## src/hdl/binary_row_run_length_encoder_defines.svh

```systemverilog
// Assertion macros for the run-length encoder top level.
`ifndef BINARY_ROW_RUN_LENGTH_ENCODER_DEFINES_SVH
`define BINARY_ROW_RUN_LENGTH_ENCODER_DEFINES_SVH

// Same-cycle implication, checked outside reset.
`define BRLE_ASSERT_IMP(label, clk, rst_n, ante, cons) \
  label: assert property (@(posedge clk) disable iff (!rst_n) (ante) |-> (cons)) \
    else $error("run-length encoder check failed");

// Next-cycle implication, checked outside reset.
`define BRLE_ASSERT_NXT(label, clk, rst_n, ante, cons) \
  label: assert property (@(posedge clk) disable iff (!rst_n) (ante) |=> (cons)) \
    else $error("run-length encoder check failed");

`endif

```

## src/hdl/brle_pkg.sv

```systemverilog
// Shared constants and controller/datapath interface types for the run-length encoder.
package brle_pkg;

  localparam int MAX_COLS  = 64;
  localparam int COL_W     = (MAX_COLS > 2) ? $clog2(MAX_COLS) : 1;
  localparam int RUN_DEPTH = 32;
  localparam int RUN_AW    = $clog2(RUN_DEPTH);
  localparam int CNT_W     = $clog2(RUN_DEPTH + 1);
  localparam int OUT_W     = 6;

  localparam logic [1:0] KIND_WHITE = 2'd0;
  localparam logic [1:0] KIND_EOW   = 2'd1;
  localparam logic [1:0] KIND_BLACK = 2'd2;
  localparam logic [1:0] KIND_EOR   = 2'd3;

  typedef struct packed {
    logic accept;
    logic load_eow;
    logic rd_en;
    logic load_black;
    logic load_eor;
  } brle_cmd_t;

  typedef struct packed {
    logic end_pix;
    logic runs_done;
    logic out_free;
  } brle_sts_t;

endpackage

```

## src/hdl/brle_ctrl.sv

```systemverilog
// Controller: accepts pixel requests and sequences the row-end burst.
module brle_ctrl (
  input  logic               clk,
  input  logic               rst_n,
  input  logic               in_valid,
  output logic               in_ready,
  input  brle_pkg::brle_sts_t sts,
  output brle_pkg::brle_cmd_t cmd
);
  import brle_pkg::*;

  typedef enum logic [4:0] {
    S_IDLE  = 5'b00001,
    S_EOW   = 5'b00010,
    S_FETCH = 5'b00100,
    S_BLACK = 5'b01000,
    S_EOR   = 5'b10000
  } brle_state_t;

  brle_state_t state_r, state_nxt;

  always_ff @(posedge clk) begin
    if (!rst_n) begin
      state_r <= S_IDLE;
    end else begin
      state_r <= state_nxt;
    end
  end

  always_comb begin
    state_nxt = state_r;
    in_ready  = 1'b0;
    cmd       = '0;
    case (state_r)
      S_IDLE: begin
        in_ready   = sts.out_free;
        cmd.accept = in_valid && sts.out_free;
        if (cmd.accept && sts.end_pix) begin
          state_nxt = S_EOW;
        end
      end
      S_EOW: begin
        if (sts.out_free) begin
          cmd.load_eow = 1'b1;
          state_nxt    = S_FETCH;
        end
      end
      S_FETCH: begin
        if (sts.runs_done) begin
          state_nxt = S_EOR;
        end else begin
          cmd.rd_en = 1'b1;
          state_nxt = S_BLACK;
        end
      end
      S_BLACK: begin
        if (sts.out_free) begin
          cmd.load_black = 1'b1;
          state_nxt      = S_FETCH;
        end
      end
      S_EOR: begin
        if (sts.out_free) begin
          cmd.load_eor = 1'b1;
          state_nxt    = S_IDLE;
        end
      end
      default: begin
        state_nxt = S_IDLE;
      end
    endcase
  end

endmodule

```

## src/hdl/brle_datapath.sv

```systemverilog
// Datapath: run tracking, black run store and the output register.
module brle_datapath (
  input  logic               clk,
  input  logic               rst_n,
  input  logic [7:0]         in_pixel,
  input  logic               in_row_end,
  input  brle_pkg::brle_cmd_t cmd,
  output brle_pkg::brle_sts_t sts,
  output logic               out_valid,
  input  logic               out_ready,
  output logic [1:0]         out_kind,
  output logic [5:0]         out_run_start,
  output logic [5:0]         out_run_end,
  output logic               out_last
);
  import brle_pkg::*;

  localparam logic [COL_W-1:0] LAST_COL = COL_W'(MAX_COLS - 1);
  localparam logic [CNT_W-1:0] FULL_CNT = CNT_W'(RUN_DEPTH);

  function automatic logic [OUT_W-1:0] col_out(input logic [COL_W-1:0] c);
    logic [COL_W+OUT_W-1:0] w;
    w = {{OUT_W{1'b0}}, c};
    return w[OUT_W-1:0];
  endfunction

  logic [COL_W-1:0] col_r, col_nxt;
  logic             white_open_r, white_open_nxt;
  logic [COL_W-1:0] white_first_r, white_first_nxt;
  logic             black_open_r, black_open_nxt;
  logic [COL_W-1:0] black_first_r, black_first_nxt;
  logic [CNT_W-1:0] count_r;
  logic [CNT_W-1:0] rd_idx_r;
  logic [11:0]      rd_data_r;
  logic [11:0]      black_runs [RUN_DEPTH];
  logic             out_valid_r;
  logic [1:0]       out_kind_r;
  logic [OUT_W-1:0] out_start_r;
  logic [OUT_W-1:0] out_end_r;
  logic             out_last_r;

  logic             pix_white;
  logic             end_pix;
  logic             emit;
  logic [COL_W-1:0] emit_s, emit_e;
  logic             store;
  logic [COL_W-1:0] store_s, store_e;
  logic             wr_en;
  logic             out_free;

  assign pix_white = (in_pixel != 8'd0);
  assign end_pix   = in_row_end || (col_r == LAST_COL);
  assign out_free  = !out_valid_r || out_ready;
  assign wr_en     = cmd.accept && store && (count_r < FULL_CNT);

  assign sts.end_pix   = end_pix;
  assign sts.runs_done = (rd_idx_r == count_r);
  assign sts.out_free  = out_free;

  // Next run state for the pixel on the input, plus at most one emit and one store.
  always_comb begin
    white_open_nxt  = white_open_r;
    white_first_nxt = white_first_r;
    black_open_nxt  = black_open_r;
    black_first_nxt = black_first_r;
    emit    = 1'b0;
    emit_s  = white_first_r;
    emit_e  = col_r;
    store   = 1'b0;
    store_s = black_first_r;
    store_e = col_r;
    if (pix_white) begin
      if (!white_open_nxt) begin
        white_first_nxt = col_r;
        white_open_nxt  = 1'b1;
      end
      if (black_open_nxt) begin
        store          = 1'b1;
        store_s        = black_first_nxt;
        store_e        = col_r - 1'b1;
        black_open_nxt = 1'b0;
      end
    end else begin
      if (white_open_nxt) begin
        emit           = 1'b1;
        emit_s         = white_first_nxt;
        emit_e         = col_r - 1'b1;
        white_open_nxt = 1'b0;
      end
      if (!black_open_nxt) begin
        black_first_nxt = col_r;
        black_open_nxt  = 1'b1;
      end
    end
    if (end_pix) begin
      // close whatever is still open at this column
      if (white_open_nxt) begin
        emit   = 1'b1;
        emit_s = white_first_nxt;
        emit_e = col_r;
      end
      if (black_open_nxt) begin
        store   = 1'b1;
        store_s = black_first_nxt;
        store_e = col_r;
      end
      white_open_nxt = 1'b0;
      black_open_nxt = 1'b0;
      col_nxt        = '0;
    end else begin
      col_nxt = col_r + 1'b1;
    end
  end

  always_ff @(posedge clk) begin
    if (!rst_n) begin
      col_r         <= '0;
      white_open_r  <= 1'b0;
      white_first_r <= '0;
      black_open_r  <= 1'b0;
      black_first_r <= '0;
      count_r       <= '0;
      rd_idx_r      <= '0;
      out_valid_r   <= 1'b0;
    end else begin
      if (cmd.accept) begin
        col_r         <= col_nxt;
        white_open_r  <= white_open_nxt;
        white_first_r <= white_first_nxt;
        black_open_r  <= black_open_nxt;
        black_first_r <= black_first_nxt;
      end
      if (wr_en) begin
        count_r <= count_r + 1'b1;
      end else if (cmd.load_eor) begin
        count_r <= '0;
      end
      if (cmd.rd_en) begin
        rd_idx_r <= rd_idx_r + 1'b1;
      end else if (cmd.load_eor) begin
        rd_idx_r <= '0;
      end
      if ((cmd.accept && emit) || cmd.load_eow || cmd.load_black || cmd.load_eor) begin
        out_valid_r <= 1'b1;
      end else if (out_ready) begin
        out_valid_r <= 1'b0;
      end
    end
  end

  // Run store: one write port, registered read.
  always_ff @(posedge clk) begin
    if (wr_en) begin
      black_runs[count_r[RUN_AW-1:0]] <= {col_out(store_s), col_out(store_e)};
    end
    if (cmd.rd_en) begin
      rd_data_r <= black_runs[rd_idx_r[RUN_AW-1:0]];
    end
  end

  always_ff @(posedge clk) begin
    if (cmd.accept && emit) begin
      out_kind_r  <= KIND_WHITE;
      out_start_r <= col_out(emit_s);
      out_end_r   <= col_out(emit_e);
      out_last_r  <= !end_pix;
    end else if (cmd.load_eow) begin
      out_kind_r  <= KIND_EOW;
      out_start_r <= '0;
      out_end_r   <= '0;
      out_last_r  <= 1'b0;
    end else if (cmd.load_black) begin
      out_kind_r  <= KIND_BLACK;
      out_start_r <= rd_data_r[11:6];
      out_end_r   <= rd_data_r[5:0];
      out_last_r  <= 1'b0;
    end else if (cmd.load_eor) begin
      out_kind_r  <= KIND_EOR;
      out_start_r <= '0;
      out_end_r   <= '0;
      out_last_r  <= 1'b1;
    end
  end

  assign out_valid     = out_valid_r;
  assign out_kind      = out_kind_r;
  assign out_run_start = out_start_r;
  assign out_run_end   = out_end_r;
  assign out_last      = out_last_r;

endmodule

```

## src/hdl/binary_row_run_length_encoder.sv

```systemverilog
// Top level of the binary row run-length encoder. Pixels of a row are taken one
// per cycle while the output register is free; a white run that closes mid-row is
// loaded straight into the output register as the pixel is accepted. A pixel that
// ends the row (row_end set, or column MAX_COLS-1) starts a burst during which no
// pixel is taken: the end-of-white marker, then each stored black run, then the
// end-of-row marker. Each stored black run is first read from the run store's
// registered port and then loaded into the output register, as sequenced by the
// controller.
`include "binary_row_run_length_encoder_defines.svh"

module binary_row_run_length_encoder (
  input  logic       clk,
  input  logic       rst_n,
  input  logic       in_valid,
  output logic       in_ready,
  input  logic [7:0] in_pixel,
  input  logic       in_row_end,
  output logic       out_valid,
  input  logic       out_ready,
  output logic [1:0] out_kind,
  output logic [5:0] out_run_start,
  output logic [5:0] out_run_end,
  output logic       out_last
);
  import brle_pkg::*;

  brle_cmd_t cmd;
  brle_sts_t sts;

  brle_ctrl u_ctrl (
    .clk      (clk),
    .rst_n    (rst_n),
    .in_valid (in_valid),
    .in_ready (in_ready),
    .sts      (sts),
    .cmd      (cmd)
  );

  brle_datapath u_dp (
    .clk           (clk),
    .rst_n         (rst_n),
    .in_pixel      (in_pixel),
    .in_row_end    (in_row_end),
    .cmd           (cmd),
    .sts           (sts),
    .out_valid     (out_valid),
    .out_ready     (out_ready),
    .out_kind      (out_kind),
    .out_run_start (out_run_start),
    .out_run_end   (out_run_end),
    .out_last      (out_last)
  );

  // a row-end pixel must hold off the next request for the burst
  `BRLE_ASSERT_NXT(a_end_blocks, clk, rst_n, cmd.accept && sts.end_pix, !in_ready)
  // black runs only leave while the burst holds the input
  `BRLE_ASSERT_IMP(a_black_in_burst, clk, rst_n, out_valid && out_kind == KIND_BLACK, !in_ready)
  // the end-of-row marker always closes its request
  `BRLE_ASSERT_IMP(a_eor_last, clk, rst_n, out_valid && out_kind == KIND_EOR, out_last)
  // a store read never runs past the stored runs
  `BRLE_ASSERT_IMP(a_rd_bound, clk, rst_n, cmd.rd_en, !sts.runs_done)

endmodule
```

## config.mk

```make
export PLATFORM = sky130hd
export DESIGN_NAME = binary_row_run_length_encoder
export DESIGN_NICKNAME = d
export VERILOG_FILES = /design/src/hdl/brle_pkg.sv /design/src/hdl/brle_ctrl.sv /design/src/hdl/brle_datapath.sv /design/src/hdl/binary_row_run_length_encoder.sv
export VERILOG_INCLUDE_DIRS = /design/src /design/src/hdl
export SDC_FILE = /design/constraint.sdc
export NUM_CORES = 1
export LEC_CHECK = 0
export BUFFER_PORTS_ARGS = -buffer_cell sky130_fd_sc_hd__buf_2
export CAP_MARGIN = 40
export CORE_MARGIN = 8
export CORE_UTILIZATION = 45
export DETAILED_ROUTE_END_ITERATION = 6
export GPL_ROUTABILITY_DRIVEN = 0
export HOLD_SLACK_MARGIN = 0.05
export PLACE_DENSITY = 0.69
export SYNTH_ARGS = -nofsm -noshare
export SYNTH_HDL_FRONTEND = slang
export SYNTH_HIERARCHICAL = 1
export SYNTH_SLANG_ARGS = --single-unit
```

## constraint.sdc

```tcl
create_clock -name clk -period 4.1 [get_ports clk]
set_clock_uncertainty 0.2 [all_clocks]
set_input_delay 1.23 -clock clk [delete_from_list [all_inputs] [get_ports clk]]
set_output_delay 1.23 -clock clk [all_outputs]
set_load 0.05 [all_outputs]
```

---- After elaboration in Yosys (flattened, before gate mapping) ----
Memories as Yosys holds them, arrays and structs flattened. A register that Yosys moved wholly into a read port is not among the register bits.
Index checks and enable logic that the tools add are counted.
W data, S select, Z words.
storage, ports and cells
  word-level logic and storage cells ...... 114
  memory bits (writable) .................. 384
  output and inout bits ................... 17
  bits in registers ....................... 53
  memories kept ........................... 1
memories
  memory           depth  width  read ports  clocked after memory_dff  write ports  RTL line             RTL
  u_dp.black_runs  32     12     1           1                         1            brle_datapath.sv:35  logic [11:0] black_runs [RUN_DEPTH];
operators by class
  reduce and logical (&&, ||, !) cells .... 22
  order comparisons ....................... 1
  mux-type cells .......................... 62
  add/sub/neg operators ................... 4
  equal/unequal tests ..................... 10
operator list
  operator               count
  $mux W6                26
  $mux W1                29
  $mux W5                4
  $pmux W5 S4            1
  $add A6 B1 Y6 const B  3
  $reduce_bool A2 Y1     4
  $reduce_bool A8 Y1     1
  $eq A6 B6 Y1           1
  $eq A6 B6 Y1 const B   1
  $lt A6 B6 Y1 const B   1
  $ne A2 B1 Y1 const B   3
  $sub A6 B1 Y6 const B  1
  $eq A5 B1 Y1 const B   1
  $eq A5 B2 Y1 const B   1
  $eq A5 B3 Y1 const B   1
  $eq A5 B4 Y1 const B   1
  $eq A5 B5 Y1 const B   1
  $logic_and A1 B1 Y1    5
  $logic_or A1 B1 Y1     5
  $mux W2                2
  $reduce_bool A4 Y1     1
  $reduce_or A2 Y1       2
  $reduce_and A3 Y1      1
  $reduce_bool A3 Y1     1
  $logic_not A1 Y1       2

---- Logic depth before layout (Yosys ltp) ----
  word-level depth ........................ 9
  mapped depth ............................ 13
  gate-level depth less buffers ........... 9

---- Hierarchy ----
Netlist, hierarchy kept.
by module, submodules not included
  module         times used  cells an instance  area each (µm²)  sequential area each (µm²)
  brle_datapath  1           893                17610.6          12982.5
  brle_ctrl      1           48                 375.4            100.1

---- Worst setup path after synthesis ----
OpenSTA, ideal clock, no wires.
  path type ............................... in2reg
  start point ............................. input port in_pixel[5]
  end point ............................... memory u_dp.black_runs[0][6], data pin
  required time ........................... 3.445 ns
  buffers on the path ..................... 1
  data arrival time ....................... 3.724 ns
  slack ................................... -0.278 ns
  library setup time ...................... 0.455 ns
  stages on the path ...................... 5
  cells stage by stage .................... or4_1 nor2_1 buf_2 nand3_1 o21ai_0
on the way
  longest elaborated chain between the ends .. 4
ends and longest elaborated chain
  element                    RTL line                             RTL
  start: declaration         binary_row_run_length_encoder.sv:16  input logic [7:0] in_pixel,
  $reduce_bool A8 Y1 (*)     brle_datapath.sv:51                  assign pix_white = (in_pixel != 8'd0);
  $mux W6                    brle_datapath.sv:72                  if (pix_white) begin
  $mux W6 (*)                brle_datapath.sv:102                 if (black_open_nxt) begin
  $mux W6 (*)                brle_datapath.sv:95                  if (end_pix) begin
  named net u_dp.store_s[0]  brle_datapath.sv:47                  logic [COL_W-1:0] store_s, store_e;
  end: declaration           brle_datapath.sv:35
The timed path passes the listed nets; every way through them passes the cells marked *.

==> metrics <==
post-CTS setup buffer count 0; initial antenna violation count 0; worst vdd ir 0.243 mV; Cell Rows 73; P_leak 6.34 nW; # port buffers 29; hpwl dp 23000 um; Clk pin slew, worst setup/hold paths 0.06 ns; Core Util, Final 51.6%; Total Nets Final 1044; GRT Overall Usage 15.5%; Slew @ Worst Pin 0.848 ns; Core Area 39600 um2; largest net degree at the start of global routing 53; Yosys cell types 52; fillers 3098; share of post-route cells with drive strength above 1 31.0%; synth top area cells edfxtp_1, mux4_2, dfxtp_1, nor2_1, mux2i_1; router iterations before antenna repair 5; Post-Syn Instances 941; total die area 46600 um2; outcome complete, no violations; CTS Root Cell clkbuf_16; CTS sink count 449; CP Max Fanout 2; CTS Buffer Depth 3; Post-DRT Antenna Nets 0; Reg area 13100 um2; syn nets 961; CP required 2.67 ns; EDFF count, synth 409; CP endpoint kind primary output; vias per inst 5.62; starting density of the core 45.4%; yosys warns 6; total power 8.87 mW; Synth top cells by count edfxtp_1, mux4_2, nor2_1, dfxtp_1, nand3_1; startpoint class of the critical path input pin; area of the mapped netlist 18000 um2; WL final 36500 um; Max Cap Viol 0; unrepaired setup endpoints after global routing no; top-count cell post-synth edfxtp_1; ANT cells 0; global route total overflow 0; Seq/Total Area, Yosys 72.7%; Fmax 306 MHz; Pwr Density 433 nW/um2; multi-input logic area 4690 um2; Vias 8875; CTS-repair resized insts 0; CTS hold repair buffers 0; Worst Hold Class flip-flop to flip-flop; critical path arrival 1.84 ns; dominant cell type by area after synthesis edfxtp_1; area grow syn2layout 13.8%; htree depth 2; TritonCTS buffer count 44; first-pass GRT wire length 55600 um; Setup Crit Path Kind input pin to primary output; die height 216 um; die boundary width 216 um; vias in the first global route 9061; max-slew violation count 0; fin crit share 79.7%; Final Critical Period 3.27 ns; Final Hold Fails 0; Synth Flop Type edfxtp_1; Yosys reg bits 449; drt drc 0; DR WL/cell 23.1 um; io pins 30; 1st-iter DRT viols 925; Async SR Flop Fraction 0%; worst skew pair latency 0.55 ns; syn avg cell area 19.1 um2; CTS tree built; Worst slew margin 43.5%; Yosys top cell area share 68.3%; Final setup viols 0
## sequential cells by signal, summed over array words and instances (netlist names)
| name | cells |
|---|---|
| u_ctrl/state_r | 5 |
| u_dp/black_first_r | 6 |
| u_dp/black_open_r | 1 |
| u_dp/black_runs | 384 |
| u_dp/col_r | 6 |
| u_dp/count_r | 6 |
| u_dp/out_kind | 2 |
| u_dp/out_last | 1 |
| u_dp/out_run_end | 6 |
| u_dp/out_run_start | 6 |
| u_dp/out_valid | 1 |
| u_dp/rd_data_r | 12 |
| u_dp/rd_idx_r | 6 |
| u_dp/white_first_r | 6 |
| u_dp/white_open_r | 1 |
## through the flow
step	hold WS [ns]	setup TNS (ns)	area, um2	std cells	worst slack (ns)
finish	0.295	0	20500	1578	0.832
global route	0.334	0	20500	1578	0.750
CTS	0.299	0	20500	1578	0.828
detailed placement	0.288	0	19200	1503	0.358
global placement	0.273	0	19100	1502	0.349
floorplan	0.258	-17.80	18000	941	-0.278
## path summary, 6_finish.rpt
path / startpoint / end / slack, ns / cells after the start
max: out_ready / in_ready / 0.83 / 4
min reg2reg: u_dp/white_first_r[5]$_SDFFE_PN0P_ / u_dp/white_first_r[5]$_SDFFE_PN0P_ / 0.30 / 2
min: u_dp/white_first_r[5]$_SDFFE_PN0P_ / u_dp/white_first_r[5]$_SDFFE_PN0P_ / 0.30 / 2
max reg2reg: u_dp/col_r[0]$_SDFFE_PN0P_ / u_dp/black_runs[4][7]$_DFFE_PP_ / 1.06 / 7
## layer usage
metal	track usage, %	part of all wire, %
met1	21.9	44
met2	24.9	48
met3	2.50	6.2
met4	4.35	2.2
met5	0	0
## critical path, cell delays in order
cell and delay, ns:
buf_2 0.07, nand2b_1 0.10, and3_1 0.17, buf_2 0.27
## cells by family after synthesis
| logic type | synth area share, % |
|---|---|
| adders and majority gates | 0.487 |
| buffers and inverters | 1.77 |
| DFF | 72.7 |
| xor gates and xnor gates | 1.02 |
| AOI/OAI and AO/OA | 1.89 |
| and+or+nand+nor | 4.90 |
| muxes | 17.2 |
## power breakdown
part | internal, mW | switching (mW) | total, mW
clock network | 2.11 | 1.61 | 3.72
registers | 4.96 | 0.0138 | 4.97
logic | 0.0518 | 0.134 | 0.186
## layout by cell type, fill, tap and decap left out, types with 24 or more instances in the layout
cell       count
buf_2         29
dfxtp_1       37
nor2_2        24
nor2_1        54
buf_4         57
edfxtp_1     409
clkbuf_16     44
mux4_2       120
nand2_1       24
nand3_1       29
## cell type report
class,instances,area share [%]
clock buffer,62,5.90
clock inverter,13,0.495
inverter,14,0.257
multi-input combinational,424,22.9
sequential,449,63.9
tap,525,3.21
timing repair buffer,91,3.26
Note: power is estimated with default switching activity, not from simulation.
